## src/hdl/ccs_pkg.sv

```systemverilog
// ----------------------------------------------------------------------------
// ccs_pkg
// Shared constants, types and character class helpers for the color code
// stripper.
// ----------------------------------------------------------------------------
package ccs_pkg;

    localparam int ResultsMax = 5;
    localparam int CntW       = $clog2(ResultsMax + 1);

    localparam logic [7:0] CharCaret = 8'h5E;
    localparam logic [7:0] CharExt   = 8'h78;
    localparam logic [7:0] CharDig0  = 8'h30;
    localparam logic [7:0] CharDig9  = 8'h39;
    localparam logic [7:0] CharLowA  = 8'h61;
    localparam logic [7:0] CharLowF  = 8'h66;
    localparam logic [7:0] CharUpA   = 8'h41;
    localparam logic [7:0] CharUpF   = 8'h46;

    // Match stage codes: how much of a candidate code is held back.
    localparam logic [2:0] StIdle  = 3'd0;
    localparam logic [2:0] StCaret = 3'd1;
    localparam logic [2:0] StExt   = 3'd2;
    localparam logic [2:0] StHex1  = 3'd3;
    localparam logic [2:0] StHex2  = 3'd4;

    // All results caused by one input character.
    typedef struct packed {
        logic [ResultsMax-1:0][7:0] data;
        logic [CntW-1:0]            cnt;
        logic                       last;
        logic                       bare;
    } ccs_batch_t;

    function automatic logic is_digit(input logic [7:0] c);
        return (c >= CharDig0) && (c <= CharDig9);
    endfunction

    function automatic logic is_hex(input logic [7:0] c);
        return is_digit(c) || ((c >= CharLowA) && (c <= CharLowF))
            || ((c >= CharUpA) && (c <= CharUpF));
    endfunction

endpackage

```

## src/hdl/ccs_scan.sv

```systemverilog
// ----------------------------------------------------------------------------
// ccs_scan
// Match state and the single-pass scan of one character into a batch of
// up to five results.
// ----------------------------------------------------------------------------
module ccs_scan
    import ccs_pkg::*;
(
    input  logic       clk,
    input  logic       rst_n,
    input  logic       advance,
    input  logic [7:0] in_byte,
    input  logic       in_last,
    output ccs_batch_t batch
);

    logic [2:0] stage_reg;
    logic [2:0] stage_next;
    logic [7:0] hex1_reg;
    logic [7:0] hex1_next;
    logic [7:0] hex2_reg;
    logic [7:0] hex2_next;

    always_comb
    begin
        logic            fail;
        logic            rescan;
        logic [CntW-1:0] n;
        fail       = 1'b0;
        rescan     = 1'b0;
        n          = '0;
        batch      = '0;
        stage_next = stage_reg;
        hex1_next  = hex1_reg;
        hex2_next  = hex2_reg;

        case (stage_reg)
            StCaret:
            begin
                if (is_digit(in_byte))
                    stage_next = StIdle;
                else if (in_byte == CharExt)
                    stage_next = StExt;
                else
                    fail = 1'b1;
            end
            StExt:
            begin
                if (is_hex(in_byte))
                begin
                    hex1_next  = in_byte;
                    stage_next = StHex1;
                end
                else
                    fail = 1'b1;
            end
            StHex1:
            begin
                if (is_hex(in_byte))
                begin
                    hex2_next  = in_byte;
                    stage_next = StHex2;
                end
                else
                    fail = 1'b1;
            end
            StHex2:
            begin
                if (is_hex(in_byte))
                    stage_next = StIdle;
                else
                    fail = 1'b1;
            end
            default:
                rescan = 1'b1;
        endcase

        // A broken candidate releases its held bytes, then the character is
        // scanned again from the idle stage.
        if (fail)
        begin
            batch.data[n] = CharCaret;
            n = n + 1'b1;
            if (stage_reg >= StExt)
            begin
                batch.data[n] = CharExt;
                n = n + 1'b1;
            end
            if (stage_reg >= StHex1)
            begin
                batch.data[n] = hex1_reg;
                n = n + 1'b1;
            end
            if (stage_reg >= StHex2)
            begin
                batch.data[n] = hex2_reg;
                n = n + 1'b1;
            end
            rescan = 1'b1;
        end

        if (rescan)
        begin
            if (in_byte == CharCaret)
                stage_next = StCaret;
            else
            begin
                batch.data[n] = in_byte;
                n = n + 1'b1;
                stage_next = StIdle;
            end
        end

        // The end of the string flushes whatever is still held.
        if (in_last)
        begin
            if (stage_next >= StCaret && stage_next <= StHex2)
            begin
                batch.data[n] = CharCaret;
                n = n + 1'b1;
            end
            if (stage_next >= StExt && stage_next <= StHex2)
            begin
                batch.data[n] = CharExt;
                n = n + 1'b1;
            end
            if (stage_next >= StHex1 && stage_next <= StHex2)
            begin
                batch.data[n] = hex1_next;
                n = n + 1'b1;
            end
            if (stage_next == StHex2)
            begin
                batch.data[n] = hex2_next;
                n = n + 1'b1;
            end
            stage_next = StIdle;
        end

        batch.last = in_last;
        batch.bare = in_last && (n == '0);
        if (batch.bare)
            n = n + 1'b1;
        batch.cnt = n;
    end

    always_ff @(posedge clk or negedge rst_n)
    begin
        if (!rst_n)
        begin
            stage_reg <= StIdle;
            hex1_reg  <= '0;
            hex2_reg  <= '0;
        end
        else if (advance)
        begin
            stage_reg <= stage_next;
            hex1_reg  <= hex1_next;
            hex2_reg  <= hex2_next;
        end
    end

endmodule

```

## src/hdl/ccs_outbuf.sv

```systemverilog
// ----------------------------------------------------------------------------
// ccs_outbuf
// Result register that holds one batch and hands it out one entry per
// transaction on the master side.
// ----------------------------------------------------------------------------
module ccs_outbuf
    import ccs_pkg::*;
(
    input  logic       clk,
    input  logic       rst_n,
    input  logic       load,
    input  ccs_batch_t batch,
    output logic       can_load,
    output logic       m_tvalid,
    input  logic       m_tready,
    output logic [7:0] m_tdata,
    output logic [0:0] m_tuser,
    output logic       m_tlast
);

    logic [ResultsMax-1:0][7:0] data_reg;
    logic [CntW-1:0]            cnt_reg;
    logic [CntW-1:0]            idx_reg;
    logic                       last_reg;
    logic                       bare_reg;
    logic                       final_entry;

    assign final_entry = (idx_reg == cnt_reg - 1'b1);
    assign m_tvalid    = (idx_reg != cnt_reg);
    assign m_tdata     = data_reg[idx_reg];
    assign m_tuser     = ~bare_reg;
    assign m_tlast     = last_reg && final_entry;
    // A new batch may land in the same cycle as the final entry leaves.
    assign can_load    = !m_tvalid || (m_tready && final_entry);

    always_ff @(posedge clk or negedge rst_n)
    begin
        if (!rst_n)
        begin
            cnt_reg <= '0;
            idx_reg <= '0;
        end
        else if (load)
        begin
            cnt_reg <= batch.cnt;
            idx_reg <= '0;
        end
        else if (m_tvalid && m_tready)
        begin
            idx_reg <= idx_reg + 1'b1;
        end
    end

    always_ff @(posedge clk)
    begin
        if (load)
        begin
            data_reg <= batch.data;
            last_reg <= batch.last;
            bare_reg <= batch.bare;
        end
    end

endmodule

```

## src/hdl/color_code_stripper.sv

```systemverilog
// ----------------------------------------------------------------------------
// color_code_stripper
// Streams a text string through and removes color codes.
// ----------------------------------------------------------------------------
// A character is taken into an input register, scanned combinationally against
// the pending code and its results (zero to five bytes) are loaded into a
// result register that drains one byte per transaction. Characters that yield
// at most one result flow at one character per clock while m_tready is held
// high; a character that releases a broken code or ends the string with held
// bytes occupies the output for one transaction per result byte, up to five.
// The final result of a string carries tlast; when the string ends with nothing
// to emit, a bare end marker with tuser clear and tdata zero is sent.
module color_code_stripper
    import ccs_pkg::*;
(
    input  logic       clk,
    input  logic       rst_n,
    input  logic       s_tvalid,
    output logic       s_tready,
    input  logic [7:0] s_tdata,   // [7:0] in_byte
    input  logic       s_tlast,   // in_last
    output logic       m_tvalid,
    input  logic       m_tready,
    output logic [7:0] m_tdata,   // [7:0] out_byte
    output logic [0:0] m_tuser,   // [0] byte_valid
    output logic       m_tlast    // out_last
);

    logic       in_valid_reg;
    logic [7:0] in_byte_reg;
    logic       in_last_reg;
    logic       can_load;
    logic       load;
    ccs_batch_t batch;

    assign load     = in_valid_reg && can_load;
    assign s_tready = !in_valid_reg || load;

    always_ff @(posedge clk or negedge rst_n)
    begin
        if (!rst_n)
            in_valid_reg <= 1'b0;
        else if (s_tready)
            in_valid_reg <= s_tvalid;
    end

    always_ff @(posedge clk)
    begin
        if (s_tready && s_tvalid)
        begin
            in_byte_reg <= s_tdata;
            in_last_reg <= s_tlast;
        end
    end

    ccs_scan u_scan (
        .clk     (clk),
        .rst_n   (rst_n),
        .advance (load),
        .in_byte (in_byte_reg),
        .in_last (in_last_reg),
        .batch   (batch)
    );

    ccs_outbuf u_outbuf (
        .clk      (clk),
        .rst_n    (rst_n),
        .load     (load),
        .batch    (batch),
        .can_load (can_load),
        .m_tvalid (m_tvalid),
        .m_tready (m_tready),
        .m_tdata  (m_tdata),
        .m_tuser  (m_tuser),
        .m_tlast  (m_tlast)
    );

endmodule

```

## config.mk

```make
export PLATFORM = sky130hd
export DESIGN_NAME = color_code_stripper
export DESIGN_NICKNAME = d
export VERILOG_FILES = /design/src/hdl/ccs_pkg.sv /design/src/hdl/ccs_scan.sv /design/src/hdl/ccs_outbuf.sv /design/src/hdl/color_code_stripper.sv
export SDC_FILE = /design/constraint.sdc
export NUM_CORES = 1
export LEC_CHECK = 0
export ABC_CLOCK_PERIOD_IN_PS = 6000
export BUFFER_PORTS_ARGS = -buffer_cell sky130_fd_sc_hd__clkbuf_2
export CORE_MARGIN = 3
export CORE_UTILIZATION = 30
export CTS_CLUSTER_DIAMETER = 40
export DETAILED_ROUTE_END_ITERATION = 7
export GPL_TIMING_DRIVEN = 0
export SLEW_MARGIN = 20
export SYNTH_ARGS = -nofsm -noshare
export SYNTH_HDL_FRONTEND = slang
export SYNTH_SLANG_ARGS = --single-unit
```

## constraint.sdc

```tcl
create_clock -name clk -period 6 [get_ports clk]
set_clock_uncertainty 0.05 [all_clocks]
set_input_delay 1.2 -clock clk [delete_from_list [all_inputs] [get_ports clk]]
set_output_delay 1.2 -clock clk [all_outputs]
set_load 0.05 [all_outputs]
```

==> metrics.log <==
[metrics] filler cell count in the final layout: 1676
[metrics] cell count after synthesis: 548
[metrics] Cell Rows: 47
[metrics] startpoint kind of the worst setup timing path: flip-flop
[metrics] die outline area: 0.0187 mm²
[metrics] via count: 4429
[metrics] Port-buffer cells: 24
[metrics] Final setup violation count: 0
[metrics] worst slack, placed: -700 ps
[metrics] flip-flop and latch count after synthesis: 77
[metrics] CP required: 6240 ps
[metrics] Hold Path Class: reg2reg
[metrics] CTS H-tree depth: 3
[metrics] height of the die: 137 µm
[metrics] maximum fanout encountered on the critical timing path: 10
[metrics] Power Dens Cells: 441 mW/mm²
[metrics] max-cap violation count: 0
[metrics] maximum achievable frequency: 179 MHz
[metrics] synthesized net count: 573
[metrics] clock tree from TritonCTS: built
[metrics] capturing element type of the critical path: flip-flop
[metrics] Largest register FFs: 40
[metrics] DRT Pass-1 Iters: 5
[metrics] number of nets in the final layout: 613
[metrics] Most used DFF post-synth: sky130_fd_sc_hd__edfxtp_1
[metrics] CP Class: reg2reg
[metrics] Post-Route Utilization: 0.362
[metrics] GRT Total Usage: 0.162
[metrics] final instance count without filler cells: 813
[metrics] vias in the first global route: 4169
[metrics] maximum resistive drop on vdd: 0.000342 V
[metrics] outcome: finished, final reports clean
[metrics] effective utilization at floorplan: 0.308
[metrics] deepest clock path buffer count: 2
[metrics] unrepaired setup endpoints after global routing: false
[metrics] number of enable flip-flop cells after synthesis: 51
[metrics] number of antenna violations at the first check in global routing: 0
[metrics] transition time at the pin with the least slew margin: 768 ps
[metrics] Die X: 137 µm
[metrics] wire length per cell after detailed routing: 17.8 µm
[metrics] DR vias/cell: 5.45
[metrics] Clock Root Buffer: sky130_fd_sc_hd__clkbuf_16
[metrics] number of I/O pins: 25
[metrics] Layout Area Growth over Synthesis: 17.2%
[metrics] share of post-route cells with drive strength above 1: 0.169
[metrics] Slew HR: 0.488
[metrics] depth of the worst register-to-register path: 27
[metrics] final hold viol count: 0
[metrics] GR Overflow Total: 0
[metrics] netlist area before placement: 0.00513 mm²
[metrics] Hold Path Cell Cnt: 2
[metrics] final RePlAce weighted congestion: 0.917
[metrics] number of library cell types mapped by synthesis: 70
[metrics] first-pass GRT wire length: 23300 µm
[metrics] sequential fraction of the synthesis area: 0.425
[metrics] clock network latency to the later pin of the worst-skew pair: 350 ps
[metrics] largest net degree at the start of global routing: 27
[metrics] Async SR Flop Fraction: 0.338
[metrics] total DRC errors in the routed layout: 0
[metrics] standby leakage power: 0.00243 µW
[metrics] number of cells after detailed placement: 793
[metrics] core outline area: 0.0166 mm²
[metrics] number of clock sinks: 77
[metrics] cts-stage hold buffer count: 0
[metrics] Max Transition Viols Final: 0
[metrics] final routed wirelength across all metal layers: 14500 µm
[metrics] Min Clock Period, post-route: 5590 ps
[metrics] antenna diode instance count: 0
[metrics] HPWL reported at the end of detailed placement: 11200 µm
[metrics] clock buffer count from CTS: 9
[metrics] period utilization: 0.931
[metrics] final-layout setup total negative slack: 0 ps
[metrics] number of synthesis warnings: 0
[metrics] arrival time at the worst endpoint: 5820 ps
[metrics] clock transition at the registers of the reported paths: 60 ps
[metrics] Final Worst Setup Slack: 412 ps
[metrics] Avg Inst Size Synth: 9.37 µm²
[metrics] total power draw: 2650 µW
[metrics] violation count after the first detailed-route iteration: 453
[metrics] residual antenna-violating net count after detailed routing: 0
==> metal layers <==
layer,share of wire,GRT usage
met5,0,0
met4,0.027,0.0676
met3,0.063,0.0338
met2,0.46,0.249
met1,0.45,0.223
==> Yosys cell counts, types with 3 or more instances <==
cell type	instances	area, µm²
sky130_fd_sc_hd__a221o_1	3	30.0
sky130_fd_sc_hd__edfxtp_1	51	1530
sky130_fd_sc_hd__nand2b_1	6	37.5
sky130_fd_sc_hd__o211ai_1	11	82.6
sky130_fd_sc_hd__or3_1	5	31.3
sky130_fd_sc_hd__a32oi_1	5	43.8
sky130_fd_sc_hd__xnor2_1	9	78.8
sky130_fd_sc_hd__nand3_1	11	55.1
sky130_fd_sc_hd__and2_1	9	56.3
sky130_fd_sc_hd__nand4_1	3	18.8
sky130_fd_sc_hd__o21ai_1	6	30.0
sky130_fd_sc_hd__inv_1	19	71.3
sky130_fd_sc_hd__and3_1	10	62.6
sky130_fd_sc_hd__o21ai_0	42	210
sky130_fd_sc_hd__a21boi_0	3	22.5
sky130_fd_sc_hd__clkbuf_1	24	90.1
sky130_fd_sc_hd__buf_2	4	20.0
sky130_fd_sc_hd__dfrtp_1	26	651
sky130_fd_sc_hd__nor2_1	35	131
sky130_fd_sc_hd__xor2_1	5	43.8
sky130_fd_sc_hd__nor2b_1	8	50.1
sky130_fd_sc_hd__o22ai_1	10	62.6
sky130_fd_sc_hd__nand2_1	70	263
sky130_fd_sc_hd__a22o_1	3	26.3
sky130_fd_sc_hd__o21a_1	5	37.5
sky130_fd_sc_hd__ha_1	12	150
sky130_fd_sc_hd__a21o_1	7	52.6
sky130_fd_sc_hd__a21oi_1	35	175
sky130_fd_sc_hd__o31ai_1	5	37.5
sky130_fd_sc_hd__mux2i_1	29	290
sky130_fd_sc_hd__nor3_1	4	20.0
sky130_fd_sc_hd__a22oi_1	17	128
sky130_fd_sc_hd__mux2_2	12	135
==> worst max-delay path: stages, from the launching register on <==
cell	delay [ps]
sky130_fd_sc_hd__dfrtp_2	400
sky130_fd_sc_hd__clkbuf_4	200
sky130_fd_sc_hd__or2_2	360
sky130_fd_sc_hd__ha_4	310
sky130_fd_sc_hd__xor2_4	220
sky130_fd_sc_hd__nor2_4	90
sky130_fd_sc_hd__ha_1	310
sky130_fd_sc_hd__nand3_1	100
sky130_fd_sc_hd__a22oi_2	300
sky130_fd_sc_hd__ha_4	260
sky130_fd_sc_hd__a21o_1	160
sky130_fd_sc_hd__ha_2	300
sky130_fd_sc_hd__mux2_2	310
sky130_fd_sc_hd__ha_4	300
sky130_fd_sc_hd__nor2_1	40
sky130_fd_sc_hd__a21oi_1	120
sky130_fd_sc_hd__ha_1	250
sky130_fd_sc_hd__inv_1	50
sky130_fd_sc_hd__o21ai_0	70
sky130_fd_sc_hd__a221o_1	290
sky130_fd_sc_hd__o22a_1	210
sky130_fd_sc_hd__inv_1	70
sky130_fd_sc_hd__ha_1	170
sky130_fd_sc_hd__nand2_1	80
sky130_fd_sc_hd__nand2_1	70
sky130_fd_sc_hd__mux2i_1	70
sky130_fd_sc_hd__a41oi_1	210
sky130_fd_sc_hd__o31a_1	160
==> through the flow <==
step,hold WS (ps),cell area (µm²)
floorplan,399,5130
global placement,427,5530
detailed placement,439,5560
CTS,465,5890
global route,515,6020
finish,459,6020
==> repair_timing <==
action | 4_1_cts | 5_1_grt
pin swaps | 1 | 2
endpoints found under the hold margin | 0 | 0
setup endpoints to repair | 17 | 4
gates resized for setup | 5 | 23
buffers inserted | 1 | 4
cloned | 0 | 0
==> logic make-up after synthesis <==
kind of cell | share of synthesized area
buffers and inverters | 0.0397
adders and majority gates | 0.0292
and+or+nand+nor | 0.180
xor gates and xnor gates | 0.0271
muxes | 0.0829
AOI/OAI and AO/OA | 0.216
DFF | 0.425
==> placed cells by master, fill, tap and decap left out, types with 16 or more instances in the layout <==
master / n
sky130_fd_sc_hd__edfxtp_1: 51
sky130_fd_sc_hd__a21oi_1: 35
sky130_fd_sc_hd__clkbuf_1: 18
sky130_fd_sc_hd__a22oi_1: 16
sky130_fd_sc_hd__inv_1: 18
sky130_fd_sc_hd__clkbuf_2: 28
sky130_fd_sc_hd__nand2_1: 70
sky130_fd_sc_hd__nor2_1: 35
sky130_fd_sc_hd__o21ai_0: 42
sky130_fd_sc_hd__mux2i_1: 28
sky130_fd_sc_hd__dfrtp_1: 25
==> power by group <==
part,leakage (µW),switching (µW),internal (µW)
Combinational,0.00145,830,330
Clock,0.000148,231,332
Sequential,0.000826,88.4,844
Total,0.00243,1150,1510
==> cell type report <==
| cell class | count | area, µm² | area share |
|---|---|---|---|
| well taps | 220 | 275 | 0.0457 |
| inverters | 19 | 71.3 | 0.0119 |
| plain buffers | 31 | 138 | 0.0229 |
| clock inverters | 7 | 87.6 | 0.0146 |
| repair buffers | 30 | 185 | 0.0308 |
| multi-input cells | 420 | 2850 | 0.474 |
| clock buffers | 9 | 225 | 0.0374 |
| flip-flops and latches | 77 | 2180 | 0.363 |
==> final timing paths <==
check / from / end / slack, ps
worst max-delay path: u_scan.stage_reg[2] / u_outbuf.cnt_reg[2] / 410
worst min-delay path: u_scan.hex1_reg[1] / u_scan.hex1_reg[1] / 460
worst max register to register: u_scan.stage_reg[2] / u_outbuf.cnt_reg[2] / 410
worst min register to register: u_scan.hex1_reg[1] / u_scan.hex1_reg[1] / 460
max in group asynchronous: rst_n / u_scan.stage_reg[2] / 4500
min in group asynchronous: rst_n / u_outbuf.idx_reg[0] / 860
No activity file was read; power rests on OpenSTA's default activity.
